===== config.mk =====
export PLATFORM = sky130hd
export DESIGN_NAME = rf_pulse_width_frame_decoder_unit
export DESIGN_NICKNAME = d
export VERILOG_FILES = /design/src/hdl/pwfd_pkg.sv /design/src/hdl/pwfd_cfg_regs.sv /design/src/hdl/pwfd_slot_logic.sv /design/src/hdl/rf_pulse_width_frame_decoder_unit.sv
export SDC_FILE = /design/constraint.sdc
export NUM_CORES = 1
export LEC_CHECK = 0
export BUFFER_PORTS_ARGS = -buffer_cell sky130_fd_sc_hd__buf_4
export CAP_MARGIN = 20
export CORE_MARGIN = 3
export CORE_UTILIZATION = 65
export CTS_CLUSTER_SIZE = 28
export DETAILED_ROUTE_END_ITERATION = 8
export PLACE_DENSITY = 0.85
export RECOVER_POWER = 100
export SYNTH_ARGS = -nofsm -noshare
export SYNTH_HDL_FRONTEND = slang
export SYNTH_SLANG_ARGS = --single-unit

===== constraint.sdc =====
create_clock -name aclk -period 10.7 [get_ports aclk]
set_input_delay 1.605 -clock aclk [delete_from_list [all_inputs] [get_ports aclk]]
set_output_delay 1.605 -clock aclk [all_outputs]
set_load 0.01 [all_outputs]

===== src/hdl/pwfd_pkg.sv =====
// ============================================================================
// Pulse width frame decoder package
// Shared types, constants and the command decode used by all decoder modules.
// ============================================================================
package pwfd_pkg;

    // Number of bit slots in one frame after the sync pulse
    localparam int BIT_SLOTS = 4;
    localparam int SLOT_W    = $clog2(BIT_SLOTS + 1);

    localparam int TICK_W = 8;
    localparam int CODE_W = 4;
    localparam int BITS_W = 3;
    localparam int CMD_W  = 2;
    localparam int CFG_W  = 8;
    localparam int CIDX_W = 3;

    // Output stream word: code, bits_taken, command, then zero fill
    localparam int RES_W   = CODE_W + BITS_W + CMD_W;
    localparam int MDATA_W = ((RES_W + 7) / 8) * 8;

    localparam logic [CODE_W-1:0] CODE_ON  = CODE_W'(4'h5);
    localparam logic [CODE_W-1:0] CODE_OFF = CODE_W'(4'h2);

    localparam logic [TICK_W-1:0] TICK_MAX = '1;

    // Register reset values
    localparam logic [CFG_W-1:0] SYNC_MIN_RST      = 8'd140;
    localparam logic [CFG_W-1:0] SYNC_MAX_RST      = 8'd158;
    localparam logic [CFG_W-1:0] ONE_LEAD_MIN_RST  = 8'd26;
    localparam logic [CFG_W-1:0] ONE_LEAD_MAX_RST  = 8'd38;
    localparam logic [CFG_W-1:0] ZERO_LEAD_MIN_RST = 8'd12;
    localparam logic [CFG_W-1:0] ZERO_LEAD_MAX_RST = 8'd20;
    localparam logic [CFG_W-1:0] TAIL_MIN_RST      = 8'd17;
    localparam logic [CFG_W-1:0] TAIL_MAX_RST      = 8'd25;

    typedef enum logic [CIDX_W-1:0] {
        CFG_SYNC_MIN      = 3'd0,
        CFG_SYNC_MAX      = 3'd1,
        CFG_ONE_LEAD_MIN  = 3'd2,
        CFG_ONE_LEAD_MAX  = 3'd3,
        CFG_ZERO_LEAD_MIN = 3'd4,
        CFG_ZERO_LEAD_MAX = 3'd5,
        CFG_TAIL_MIN      = 3'd6,
        CFG_TAIL_MAX      = 3'd7
    } cfg_idx_t;

    typedef enum logic [1:0] {
        PH_IDLE = 2'd0,
        PH_LEAD = 2'd1,
        PH_TAIL = 2'd2
    } phase_t;

    typedef enum logic [CMD_W-1:0] {
        CMD_NONE = 2'd0,
        CMD_ON   = 2'd1,
        CMD_OFF  = 2'd2
    } cmd_t;

    typedef struct packed {
        logic [CFG_W-1:0] sync_min;
        logic [CFG_W-1:0] sync_max;
        logic [CFG_W-1:0] one_lead_min;
        logic [CFG_W-1:0] one_lead_max;
        logic [CFG_W-1:0] zero_lead_min;
        logic [CFG_W-1:0] zero_lead_max;
        logic [CFG_W-1:0] tail_min;
        logic [CFG_W-1:0] tail_max;
    } cfg_t;

    typedef struct packed {
        phase_t            phase;
        logic              lead_was_one;
        logic [SLOT_W-1:0] slot_count;
        logic [BITS_W-1:0] bit_count;
        logic [CODE_W-1:0] shift_code;
    } dec_state_t;

    typedef struct packed {
        logic [CODE_W-1:0] code;
        logic [BITS_W-1:0] bits_taken;
        cmd_t              command;
    } result_t;

    function automatic cmd_t cmd_from_code(input logic [CODE_W-1:0] code);
        cmd_t cmd;
        cmd = CMD_NONE;
        if (code == CODE_ON) begin
            cmd = CMD_ON;
        end else if (code == CODE_OFF) begin
            cmd = CMD_OFF;
        end
        return cmd;
    endfunction

endpackage


===== src/hdl/pwfd_cfg_regs.sv =====
// ============================================================================
// Pulse width frame decoder register file
// Eight 8-bit window limits, written through a plain write port, no read-back.
// ============================================================================
module pwfd_cfg_regs (
    input  logic                         aclk,
    input  logic                         aresetn,
    input  logic                         cfg_wr_en,
    input  logic [pwfd_pkg::CIDX_W-1:0]  cfg_index,
    input  logic [pwfd_pkg::CFG_W-1:0]   cfg_data,
    output pwfd_pkg::cfg_t               cfg_o
);

    pwfd_pkg::cfg_t cfg_reg;
    pwfd_pkg::cfg_t cfg_next;

    always_comb begin
        cfg_next = cfg_reg;
        if (cfg_wr_en) begin
            unique case (cfg_index)
                pwfd_pkg::CFG_SYNC_MIN:      cfg_next.sync_min      = cfg_data;
                pwfd_pkg::CFG_SYNC_MAX:      cfg_next.sync_max      = cfg_data;
                pwfd_pkg::CFG_ONE_LEAD_MIN:  cfg_next.one_lead_min  = cfg_data;
                pwfd_pkg::CFG_ONE_LEAD_MAX:  cfg_next.one_lead_max  = cfg_data;
                pwfd_pkg::CFG_ZERO_LEAD_MIN: cfg_next.zero_lead_min = cfg_data;
                pwfd_pkg::CFG_ZERO_LEAD_MAX: cfg_next.zero_lead_max = cfg_data;
                pwfd_pkg::CFG_TAIL_MIN:      cfg_next.tail_min      = cfg_data;
                pwfd_pkg::CFG_TAIL_MAX:      cfg_next.tail_max      = cfg_data;
                default: ;
            endcase
        end
    end

    always_ff @(posedge aclk) begin
        if (!aresetn) begin
            cfg_reg.sync_min      <= pwfd_pkg::SYNC_MIN_RST;
            cfg_reg.sync_max      <= pwfd_pkg::SYNC_MAX_RST;
            cfg_reg.one_lead_min  <= pwfd_pkg::ONE_LEAD_MIN_RST;
            cfg_reg.one_lead_max  <= pwfd_pkg::ONE_LEAD_MAX_RST;
            cfg_reg.zero_lead_min <= pwfd_pkg::ZERO_LEAD_MIN_RST;
            cfg_reg.zero_lead_max <= pwfd_pkg::ZERO_LEAD_MAX_RST;
            cfg_reg.tail_min      <= pwfd_pkg::TAIL_MIN_RST;
            cfg_reg.tail_max      <= pwfd_pkg::TAIL_MAX_RST;
        end else begin
            cfg_reg <= cfg_next;
        end
    end

    assign cfg_o = cfg_reg;

endmodule


===== src/hdl/pwfd_slot_logic.sv =====
// ============================================================================
// Pulse width frame decoder slot logic
// Window compares and next frame state for one pulse; flags a frame end.
// ============================================================================
module pwfd_slot_logic (
    input  pwfd_pkg::cfg_t                cfg_i,
    input  pwfd_pkg::dec_state_t          state_i,
    input  logic                          start_i,
    input  logic [pwfd_pkg::TICK_W-1:0]   ticks_i,
    output pwfd_pkg::dec_state_t          state_o,
    output logic                          emit_o,
    output pwfd_pkg::result_t             result_o
);

    localparam logic [pwfd_pkg::SLOT_W-1:0] SLOTS_LAST =
        pwfd_pkg::SLOT_W'(pwfd_pkg::BIT_SLOTS);

    logic                          sync_ok;
    logic                          one_ok;
    logic                          zero_ok;
    logic                          tail_ok;
    logic [pwfd_pkg::TICK_W-1:0]   tail_lo;
    logic [pwfd_pkg::TICK_W-1:0]   tail_hi;
    logic [pwfd_pkg::SLOT_W-1:0]   slot_inc;
    logic [pwfd_pkg::CODE_W-1:0]   code_shift;
    logic [pwfd_pkg::BITS_W-1:0]   bits_inc;
    pwfd_pkg::dec_state_t          nxt;
    logic                          finish;

    assign sync_ok = (ticks_i >= cfg_i.sync_min) && (ticks_i <= cfg_i.sync_max);
    assign one_ok  = (ticks_i >= cfg_i.one_lead_min) && (ticks_i <= cfg_i.one_lead_max);
    assign zero_ok = (ticks_i >= cfg_i.zero_lead_min) && (ticks_i <= cfg_i.zero_lead_max);

    // Zero path widens the tail window by one tick each side, saturating
    always_comb begin
        tail_lo = cfg_i.tail_min;
        tail_hi = cfg_i.tail_max;
        if (!state_i.lead_was_one) begin
            if (cfg_i.tail_min != '0) begin
                tail_lo = cfg_i.tail_min - pwfd_pkg::TICK_W'(1);
            end
            if (cfg_i.tail_max != pwfd_pkg::TICK_MAX) begin
                tail_hi = cfg_i.tail_max + pwfd_pkg::TICK_W'(1);
            end
        end
    end

    assign tail_ok    = (ticks_i >= tail_lo) && (ticks_i <= tail_hi);
    assign slot_inc   = state_i.slot_count + pwfd_pkg::SLOT_W'(1);
    assign code_shift = {state_i.shift_code[pwfd_pkg::CODE_W-2:0], state_i.lead_was_one};
    assign bits_inc   = (state_i.bit_count == '1) ? state_i.bit_count
                                                  : state_i.bit_count + pwfd_pkg::BITS_W'(1);

    always_comb begin
        nxt    = state_i;
        finish = 1'b0;
        if (start_i) begin
            nxt.shift_code   = '0;
            nxt.bit_count    = '0;
            nxt.slot_count   = '0;
            nxt.lead_was_one = 1'b0;
            if (sync_ok) begin
                nxt.phase = pwfd_pkg::PH_LEAD;
            end else begin
                finish = 1'b1;
            end
        end else begin
            unique case (state_i.phase)
                pwfd_pkg::PH_LEAD: begin
                    if (one_ok) begin
                        nxt.lead_was_one = 1'b1;
                        nxt.phase        = pwfd_pkg::PH_TAIL;
                    end else if (zero_ok) begin
                        nxt.lead_was_one = 1'b0;
                        nxt.phase        = pwfd_pkg::PH_TAIL;
                    end else begin
                        // unrecognized lead uses up the slot
                        nxt.slot_count = slot_inc;
                        nxt.phase      = pwfd_pkg::PH_LEAD;
                        finish         = (slot_inc >= SLOTS_LAST);
                    end
                end
                pwfd_pkg::PH_TAIL: begin
                    if (!tail_ok) begin
                        finish = 1'b1;
                    end else begin
                        nxt.shift_code = code_shift;
                        nxt.bit_count  = bits_inc;
                        nxt.slot_count = slot_inc;
                        nxt.phase      = pwfd_pkg::PH_LEAD;
                        finish         = (slot_inc >= SLOTS_LAST);
                    end
                end
                default: ;
            endcase
        end
        if (finish) begin
            nxt.phase = pwfd_pkg::PH_IDLE;
        end
    end

    assign state_o             = nxt;
    assign emit_o              = finish;
    assign result_o.code       = nxt.shift_code;
    assign result_o.bits_taken = nxt.bit_count;
    assign result_o.command    = pwfd_pkg::cmd_from_code(nxt.shift_code);

endmodule


===== src/hdl/rf_pulse_width_frame_decoder_unit.sv =====
// ============================================================================
// Pulse width frame decoder
// Decodes sync, lead and tail pulse widths into a short code and a command.
// ============================================================================
//
//  channel  dir  transfer carries
//  -------  ---  ------------------------------------------------------------
//  s_*      in   one measured pulse: tdata pulse_ticks, tuser frame_start
//  m_*      out  one finished frame: tdata code, bits_taken, command
//  cfg_*    in   one window limit write, index 0..7, no handshake back
//
//  Cycles: two-stage pipeline, input register then result register; one pulse
//  per cycle while m_* is not stalled; a frame result is decoded from its last
//  pulse in the input register and shows on m_* from the result register.
//  The frame state update per pulse is window compares and, on a good tail, a shift.
//  Reset: synchronous active-low aresetn; clears frame state, both valid
//  flags and restores the default window limits.
//  Stalls: a held result blocks the input register only when that register
//  is full and its pulse cannot advance; s_tready follows that condition.
//
module rf_pulse_width_frame_decoder_unit (
    input  logic                            aclk,
    input  logic                            aresetn,

    input  logic                            s_tvalid,
    output logic                            s_tready,
    input  logic [pwfd_pkg::TICK_W-1:0]     s_tdata,   // [7:0] pulse_ticks
    input  logic [0:0]                      s_tuser,   // [0] frame_start

    output logic                            m_tvalid,
    input  logic                            m_tready,
    output logic [pwfd_pkg::MDATA_W-1:0]    m_tdata,   // [3:0] code, [6:4] bits_taken,
                                                       // [8:7] command, rest zero

    input  logic                            cfg_wr_en,
    input  logic [pwfd_pkg::CIDX_W-1:0]     cfg_index,
    input  logic [pwfd_pkg::CFG_W-1:0]      cfg_data
);

    pwfd_pkg::cfg_t                   cfg;

    // Input register
    logic                             stg_valid_reg;
    logic                             stg_valid_next;
    logic                             stg_start_reg;
    logic [pwfd_pkg::TICK_W-1:0]      stg_ticks_reg;

    // Frame state
    pwfd_pkg::dec_state_t             state_reg;
    pwfd_pkg::dec_state_t             state_next;

    // Result register
    logic                             m_valid_reg;
    logic                             m_valid_next;
    pwfd_pkg::result_t                res_reg;

    pwfd_pkg::result_t                dec_result;
    logic                             dec_emit;
    logic                             out_free;
    logic                             stg_adv;
    logic                             s_fire;

    pwfd_cfg_regs u_cfg_regs (
        .aclk      (aclk),
        .aresetn   (aresetn),
        .cfg_wr_en (cfg_wr_en),
        .cfg_index (cfg_index),
        .cfg_data  (cfg_data),
        .cfg_o     (cfg)
    );

    pwfd_slot_logic u_slot_logic (
        .cfg_i    (cfg),
        .state_i  (state_reg),
        .start_i  (stg_start_reg),
        .ticks_i  (stg_ticks_reg),
        .state_o  (state_next),
        .emit_o   (dec_emit),
        .result_o (dec_result)
    );

    // Advance the staged pulse whenever the result register can take a result
    assign out_free = !m_valid_reg || m_tready;
    assign stg_adv  = stg_valid_reg && out_free;
    assign s_tready = !stg_valid_reg || stg_adv;
    assign s_fire   = s_tvalid && s_tready;

    always_comb begin
        stg_valid_next = stg_valid_reg;
        if (s_fire) begin
            stg_valid_next = 1'b1;
        end else if (stg_adv) begin
            stg_valid_next = 1'b0;
        end
    end

    // Hold a result until taken; load a new one when a frame ends
    always_comb begin
        m_valid_next = m_valid_reg;
        if (stg_adv && dec_emit) begin
            m_valid_next = 1'b1;
        end else if (m_tready) begin
            m_valid_next = 1'b0;
        end
    end

    always_ff @(posedge aclk) begin
        if (!aresetn) begin
            stg_valid_reg          <= 1'b0;
            m_valid_reg            <= 1'b0;
            state_reg.phase        <= pwfd_pkg::PH_IDLE;
            state_reg.lead_was_one <= 1'b0;
            state_reg.slot_count   <= '0;
            state_reg.bit_count    <= '0;
            state_reg.shift_code   <= '0;
        end else begin
            stg_valid_reg <= stg_valid_next;
            m_valid_reg   <= m_valid_next;
            if (stg_adv) begin
                state_reg <= state_next;
            end
        end
    end

    // Payload registers, no reset
    always_ff @(posedge aclk) begin
        if (s_fire) begin
            stg_start_reg <= s_tuser[0];
            stg_ticks_reg <= s_tdata;
        end
        if (stg_adv && dec_emit) begin
            res_reg <= dec_result;
        end
    end

    assign m_tvalid = m_valid_reg;
    assign m_tdata  = {{(pwfd_pkg::MDATA_W - pwfd_pkg::RES_W){1'b0}},
                       res_reg.command, res_reg.bits_taken, res_reg.code};

`ifndef SYNTHESIS
    // A frame end always lands in the result register
    a_emit_lands: assert property (@(posedge aclk) disable iff (!aresetn)
        (stg_adv && dec_emit) |=> m_valid_reg)
        else $error("frame end did not produce a result");

    // Command agrees with the code it was decoded from
    a_cmd_on: assert property (@(posedge aclk) disable iff (!aresetn)
        (m_valid_reg && res_reg.command == pwfd_pkg::CMD_ON) |->
        (res_reg.code == pwfd_pkg::CODE_ON))
        else $error("on command with wrong code");

    a_cmd_off: assert property (@(posedge aclk) disable iff (!aresetn)
        (m_valid_reg && res_reg.command == pwfd_pkg::CMD_OFF) |->
        (res_reg.code == pwfd_pkg::CODE_OFF))
        else $error("off command with wrong code");

    // Slot counter never runs past the frame length
    a_slot_bound: assert property (@(posedge aclk) disable iff (!aresetn)
        int'(state_reg.slot_count) <= pwfd_pkg::BIT_SLOTS)
        else $error("slot counter past frame length");

    // No more bits than slots in a result
    a_bits_bound: assert property (@(posedge aclk) disable iff (!aresetn)
        m_valid_reg |-> (int'(res_reg.bits_taken) <= pwfd_pkg::BIT_SLOTS))
        else $error("bits_taken exceeds slot count");
`endif

endmodule

==> impl_summary.log, run 1 <==
INFO  metric status = complete, but fails checks
INFO  metric failed_checks = capacitance limit, slew limit
INFO  metric coreArea = ~8400 um2
INFO  metric total_met2_wirelength_after_detailed_routing = around 6400 um
INFO  metric initialDrtViolationCount = 447
INFO  metric detailroute.wirelength.met3 = between 1000 and 1500 um
INFO  metric post-route-period-util = 42.9%
INFO  metric crit_path_max_fanout = 84
INFO  metric clk_root_buffer_cell = clkbuf_8
INFO  metric hold_path.class = reg2reg
INFO  metric syn_area_per_cell = between 8 and 9 um2
INFO  metric route.top_layer_used = met4
INFO  metric multiInputGateArea = ~3300 um2
INFO  metric post_cts_buffers = 0
INFO  metric grt_pass1_vias = roughly 4800
INFO  metric port_buffers = 35
INFO  metric grt-ovfl-total = 0
INFO  metric seq_area_frac_synth = a little over a third
INFO  metric grt_max_degree = 85
INFO  metric ys_seq_elements = slightly below 100
INFO  metric cell_area_synth = 5800 um2
INFO  metric rows = 33
INFO  metric synth_enable_flop_cells = 18
INFO  metric drive_gt1_share = 6.24%
INFO  metric htree_num_levels = 3
INFO  metric wire_length_of_the_first_global_routing_pass = 23200 um
INFO  metric max_slew.worst_pin.slew = approximately 3300 ps
INFO  metric post-route-min-period = between 4000 and 5000 ps
INFO  metric maxClockFrequency = around 220 MHz
INFO  metric fin_util = 73.4%
INFO  metric route.detailed.wl_per_inst = ~17 um
INFO  metric insertion_delay_to_the_later_sink_of_the_worst_skew_pair = approximately 360 ps
INFO  metric number_of_endpoints_with_negative_hold_slack_in_the_final_report = 0
INFO  metric synth.distinct_cells = 65
INFO  metric postRouteAntennaNets = 0
INFO  metric antenna_violations_before_repair = 0
INFO  metric cts.clk_slew.worst_paths = 90 ps
INFO  metric critical_path_class = in2reg
INFO  metric critPathRequiredTime = between 10000 and 15000 ps
INFO  metric ioPinCount = 43
INFO  metric nets = ~800
INFO  metric slew_viol_final = 85
INFO  metric crit_buf_inv = 1
INFO  metric die_h = about 100 um
INFO  metric ys.flop_type = dfxtp_1
INFO  metric finalSetupTns = 0 ps
INFO  metric slew-limit-headroom = -117%
INFO  metric yosys_warnings = 0
INFO  metric critical_path.top_delay_family = buffers and inverters
INFO  metric synth_largest_type_area_fraction = between 20% and 30%
INFO  metric vias = ~5000
INFO  metric route.layer.met1.wl = around 6000 um
INFO  metric timing.critical_path.from_type = primary input
INFO  metric cts_hold_repair.buffers = 0
INFO  metric die_footprint = slightly above 10000 um2
INFO  metric track_usage = a little under 30%
INFO  metric hpwlAfterDp = approximately 10000 um
INFO  metric cts_tree = built
INFO  metric post_cts_resize_count = 0
INFO  metric holdWs = ~470 ps
INFO  metric vias_per_cell = just over 6
INFO  metric number_of_standard_cells_after_synthesis = a little under 700
INFO  metric netlist_top_cells_area = dfxtp_1, ha_1, edfxtp_1
INFO  metric worstPathArrival = 4850 ps
INFO  metric slowest_stage = clkbuf_1
INFO  metric power_per_cell_area = 120 nW/um2
INFO  metric cts-root-to-sink-buffers = 2
INFO  metric rsz_0062_raised_after_global_routing = no
INFO  metric antenna_cells = 0
INFO  metric postRouteWirelength = about 14000 um
INFO  metric gp_congestion = 0.871
INFO  metric sinks_on_the_clock_net = 97
INFO  metric crit_chain = clkbuf_1 > nand2_1 > o31ai_1
INFO  metric fin_area = between 6000 and 7000 um2
INFO  metric die_w = between 100 and 150 um
INFO  metric synth.most_common_cell = nand2_1
INFO  metric max_cap_viol_count = 1
INFO  metric largest_register_ff_count = 64
INFO  metric drcViolationCount = 0
INFO  metric slowest_stage_delay_on_critical_path = about 2300 ps
INFO  metric endpoints_failing_setup = 0
INFO  metric finClkSkew = a little over 7 ps
INFO  metric synth_area_leader_cell = dfxtp_1
INFO  metric layout.area.seq = ~2100 um2
INFO  metric vdd_ir_drop_max = 0.137 mV
INFO  metric drtPass1Iterations = 6
INFO  metric tritoncts.num_buffers = 9
INFO  metric static_leak = 2.42 nW
INFO  metric critical_path_endpoint_category = flop
INFO  metric initial_core_util = between 60 and 70%
INFO  metric dpl-instance-area = around 6000 um2
INFO  metric fill_cells = around 650
INFO  metric layout-area-overhead-vs-synth = 6.51%
INFO  metric ys_async_sr_fraction = 0%
INFO  metric synthTopCellsByCount = nand2_1, dfxtp_1, ha_1
[stage by stage]
| stage | power (mW) | setup slack [ps] | std cells |
|---|---|---|---|
| after floorplan | 0.465 | 7040 | 686 |
| after global routing | 0.776 | 5760 | 810 |
| after CTS | 0.745 | 6430 | 809 |
| after detailed placement | 0.495 | 6460 | 793 |
| after global placement | 0.489 | 6790 | 793 |
| final | 0.743 | 6110 | 810 |
[routing by layer]
metal  up-vias  global-route usage [%]
met5         -                       0
met4         0                    10.7
met3        44                    5.74
met2       237                    46.7
met1      2305                    38.7
li1       2402                       -
[worst reg2reg max path: stages (launching register included)]
cell and delay (ps):
dfxtp_1 370, nor3_1 360, nand2b_1 130, nor4b_1 680, nor2_1 160, xnor2_1 170, ha_1 260, nand2b_1 140
a2111o_1 410, a31o_1 260, and4_1 360, o31ai_1 660, nor3b_1 110, a32o_1 230
[report_power, final]
| group | switching, mW | total [mW] | internal [mW] |
|---|---|---|---|
| Combinational | 0.0564 | 0.0948 | 0.0384 |
| Sequential | 0.0122 | 0.394 | 0.382 |
| Clock | 0.125 | 0.255 | 0.129 |
| Total | 0.194 | 0.743 | 0.549 |
[final timing paths]
path         cells past startpoint                 start  slack [ps]                   end
max reg2reg                     13  u_cfg_regs.cfg_o[11]        6320          state_reg[9]
min reg2reg                      2  u_cfg_regs.cfg_o[36]         470  u_cfg_regs.cfg_o[36]
min                              2  u_cfg_regs.cfg_o[36]         470  u_cfg_regs.cfg_o[36]
max                              3               aresetn        6110          state_reg[3]
[cells by family after synthesis]
logic type	Yosys count	share of synthesized area [%]
and+or+nand+nor	259	21.0
AOI/OAI and AO/OA	152	18.2
DFF	97	36.6
buffers and inverters	86	6.60
adders and majority gates	71	15.3
xor gates and xnor gates	9	1.36
muxes	5	0.927
other	1	0.0646
[cell usage in the layout (no fill, tap or decap), types with 18 or more instances in the layout]
| cell type | instances |
|---|---|
| nor2_1 | 25 |
| ha_1 | 71 |
| dfxtp_1 | 79 |
| a21boi_0 | 43 |
| nand3_1 | 21 |
| nand2_1 | 140 |
| a21oi_1 | 30 |
| inv_1 | 52 |
| o211ai_1 | 22 |
| edfxtp_1 | 18 |
[layout make-up]
class	count	share of cell area, %
Timing Repair Buffer	37	3.70
Inverter	52	3.16
Clock buffer	9	2.00
Multi-Input combinational cell	503	53.3
Tap cell	105	2.13
Sequential cell	97	34.3
Clock inverter	7	1.38
(Power assumes the default switching activity.)
==> run 2, diff against run 1 <==
CORE_UTILIZATION = 61   (was 65)
PLACE_DENSITY = 0.81   (was 0.85)
clock period = 4.4 ns   (was 10.7 ns; I/O delays follow)
==> run 2 against run 1 <==
The flow still finishes with violations (capacitance limit, slew limit). Worst hold slack worse by 3.4 ps. Combinational power rose by 140%. Design area grew 0.20%. Clock skew is 5.1 ps higher. Count of clock-buffer cells in the layout grew 2. Setup slack worse by 5500 ps. Flip-flop and latch count is the same. Final cell count up 2.8%. Wire length fell by 4.9%. Via count down 3.1%. Register-to-register slack got worse by 5700 ps. Critical endpoint is now m_tdata[7]. Largest power group unchanged. Highest routed layer unchanged.
==> impl_summary.log, run 2 (synthesis gave the netlist of run 1 again) <==
INFO  metric tritoncts.num_buffers = 9
INFO  metric worstPathArrival = 3880 ps
INFO  metric power.share.switching = between 20% and 30%
INFO  metric failed_checks = capacitance limit, slew limit
INFO  metric drive_gt1_share = 6.79%
INFO  metric slew_viol_final = 85
INFO  metric cell_repeated_most_along_the_worst_path = nand2b_1
INFO  metric clk_root_buffer_cell = clkbuf_8
INFO  metric critical_path_endpoint_category = flop
INFO  metric hpwlAfterDp = around 9400 um
INFO  metric vdd_ir_drop_max = 0.230 mV
INFO  metric postRouteAntennaNets = 0
INFO  metric crit_chain = nor3_1 > nand2b_1 > nor4b_1 > clkbuf_1 > nor2_1 > xnor2_1 > ha_1 > nand2b_1 > a2111o_1 > a31o_1 > and4_4 > mux2i_1 > or2_2 > inv_1 > and4bb_1
INFO  metric route.top_layer_used = met4
INFO  metric gp_congestion = between 0.8 and 0.9
INFO  metric number_of_endpoints_with_negative_hold_slack_in_the_final_report = 0
INFO  metric cts-root-to-sink-buffers = 2
INFO  metric slowest_stage_delay_on_critical_path = 400 ps
INFO  metric endpoints_failing_setup = 0
INFO  metric net-switching-power = 472 uW
INFO  metric critPathRequiredTime = approximately 4500 ps
INFO  metric ioPinCount = 43
INFO  metric layout-area-overhead-vs-synth = 6.73%
INFO  metric post_cts_buffers = 0
INFO  metric mostFrequentLayoutCells = nand2_1, dfxtp_1, ha_1
INFO  metric power.internal = 1.23 mW
INFO  metric rows = 34
INFO  metric htree_num_levels = 3
INFO  metric proportion_of_power_drawn_by_flip_flops_and_latches = ~56%
INFO  metric clkPwrFrac = between 30% and 40%
INFO  metric vias_per_cell = between 5 and 6
INFO  metric fin_util = about 69%
INFO  metric layout.area.seq = between 2000 and 2500 um2
INFO  metric crit_buf_inv = 2
INFO  metric slew-limit-headroom = -117%
INFO  metric power.share.combinational = a little over an eighth
INFO  metric initial_core_util = roughly 65%
INFO  metric postRouteWirelength = around 13000 um
INFO  metric rsz_0062_raised_after_global_routing = no
INFO  metric fill_cells = 700
INFO  metric detailroute.wirelength.met3 = approximately 840 um
INFO  metric post-route-min-period = between 3000 and 4000 ps
INFO  metric finalSetupTns = 0 ps
INFO  metric coreArea = between 8000 and 9000 um2
INFO  metric holdWs = roughly 470 ps
INFO  metric final_common_cell = nand2_1
INFO  metric insertion_delay_to_the_later_sink_of_the_worst_skew_pair = ~370 ps
INFO  metric critical_path_class = reg2reg
INFO  metric maxClockFrequency = ~270 MHz
INFO  metric die_w = around 100 um
INFO  metric route.layer.met1.wl = just over 6000 um
INFO  metric drtPass1Iterations = 5
INFO  metric nets = 798
INFO  metric grt_pass1_vias = between 4000 and 5000
INFO  metric timing.critical_path.from_type = flop
INFO  metric track_usage = between 20% and 30%
INFO  metric vias = ~4800
INFO  metric die_h = roughly 100 um
INFO  metric multiInputGateArea = about 3300 um2
INFO  metric post_cts_resize_count = 0
INFO  metric grt_max_degree = 85
INFO  metric initialDrtViolationCount = roughly 330
INFO  metric post-route-period-util = 85.1%
INFO  metric cts.clk_slew.worst_paths = approximately 100 ps
INFO  metric status = complete, but fails checks
INFO  metric total_met2_wirelength_after_detailed_routing = 6020 um
INFO  metric antenna_violations_before_repair = 0
INFO  metric critical_path.top_delay_family = simple AND/OR/NAND/NOR gates
INFO  metric port_buffers = 35
INFO  metric cts_hold_repair.buffers = 0
INFO  metric drcViolationCount = 0
INFO  metric largest_register_ff_count = between 60 and 70
INFO  metric cts_tree = built
INFO  metric sinks_on_the_clock_net = 97
INFO  metric wire_length_of_the_first_global_routing_pass = 22400 um
INFO  metric slowest_stage = a2111o_1
INFO  metric grt-ovfl-total = 0
INFO  metric crit_path_max_fanout = 10
INFO  metric route.detailed.wl_per_inst = around 16 um
INFO  metric die_footprint = roughly 11000 um2
INFO  metric power_per_cell_area = around 270 nW/um2
INFO  metric antenna_cells = 0
INFO  metric hold_path.class = reg2reg
INFO  metric max_cap_viol_count = 1
INFO  metric finClkSkew = approximately 12 ps
INFO  metric max_slew.worst_pin.slew = about 3300 ps
INFO  metric static_leak = approximately 2.4 nW
run 2: final timing paths:
path / from / endpoint / slack, ps / cells past startpoint
max: u_cfg_regs.cfg_o[11] / m_tdata[7] / 660 / 15
min: u_cfg_regs.cfg_o[60] / u_cfg_regs.cfg_o[60] / 470 / 2
min reg2reg: u_cfg_regs.cfg_o[60] / u_cfg_regs.cfg_o[60] / 470 / 2
max reg2reg: u_cfg_regs.cfg_o[11] / m_tdata[7] / 660 / 15
run 2: layer usage:
layer	global-route usage, %	vias up
li1	-	2405
met1	33.9	2247
met2	42.0	149
met3	4.23	31
met4	9.69	0
met5	0	-
run 2: cell type report:
cell class	instances	area share, %
multi-input cells	503	53.5
flip-flops and latches	97	34.3
repair buffers	39	3.94
inverters	52	3.15
well taps	126	2.54
clock buffers	11	2.12
clock inverters	5	0.525
run 2: stage by stage:
stage / area [um2] / power [mW] / worst slack [ps] / std cells
after floorplan: 5830 / 1.13 / 743 / 686
after global placement: 6080 / 1.19 / 842 / 816
after detailed placement: 6080 / 1.20 / 736 / 816
after CTS: 6250 / 1.71 / 709 / 832
after global routing: 6190 / 1.78 / 420 / 833
final: 6190 / 1.70 / 655 / 833
run 2: power by group through the flow:
| stage | logic [mW] | clock network (mW) | registers (mW) |
|---|---|---|---|
| 2_1_floorplan | 0.166 | 0 | 0.965 |
| 3_3_place_gp | 0.213 | 0 | 0.978 |
| 3_5_place_dp | 0.225 | 0 | 0.979 |
| 4_1_cts | 0.226 | 0.521 | 0.958 |
| 5_1_grt | 0.258 | 0.561 | 0.962 |
| 6_report | 0.226 | 0.514 | 0.959 |
run 2: worst min-delay path: stages, from the launching register on:
cell	delay, ps
dfxtp_1	320
nand2_1	50
a21boi_0	60
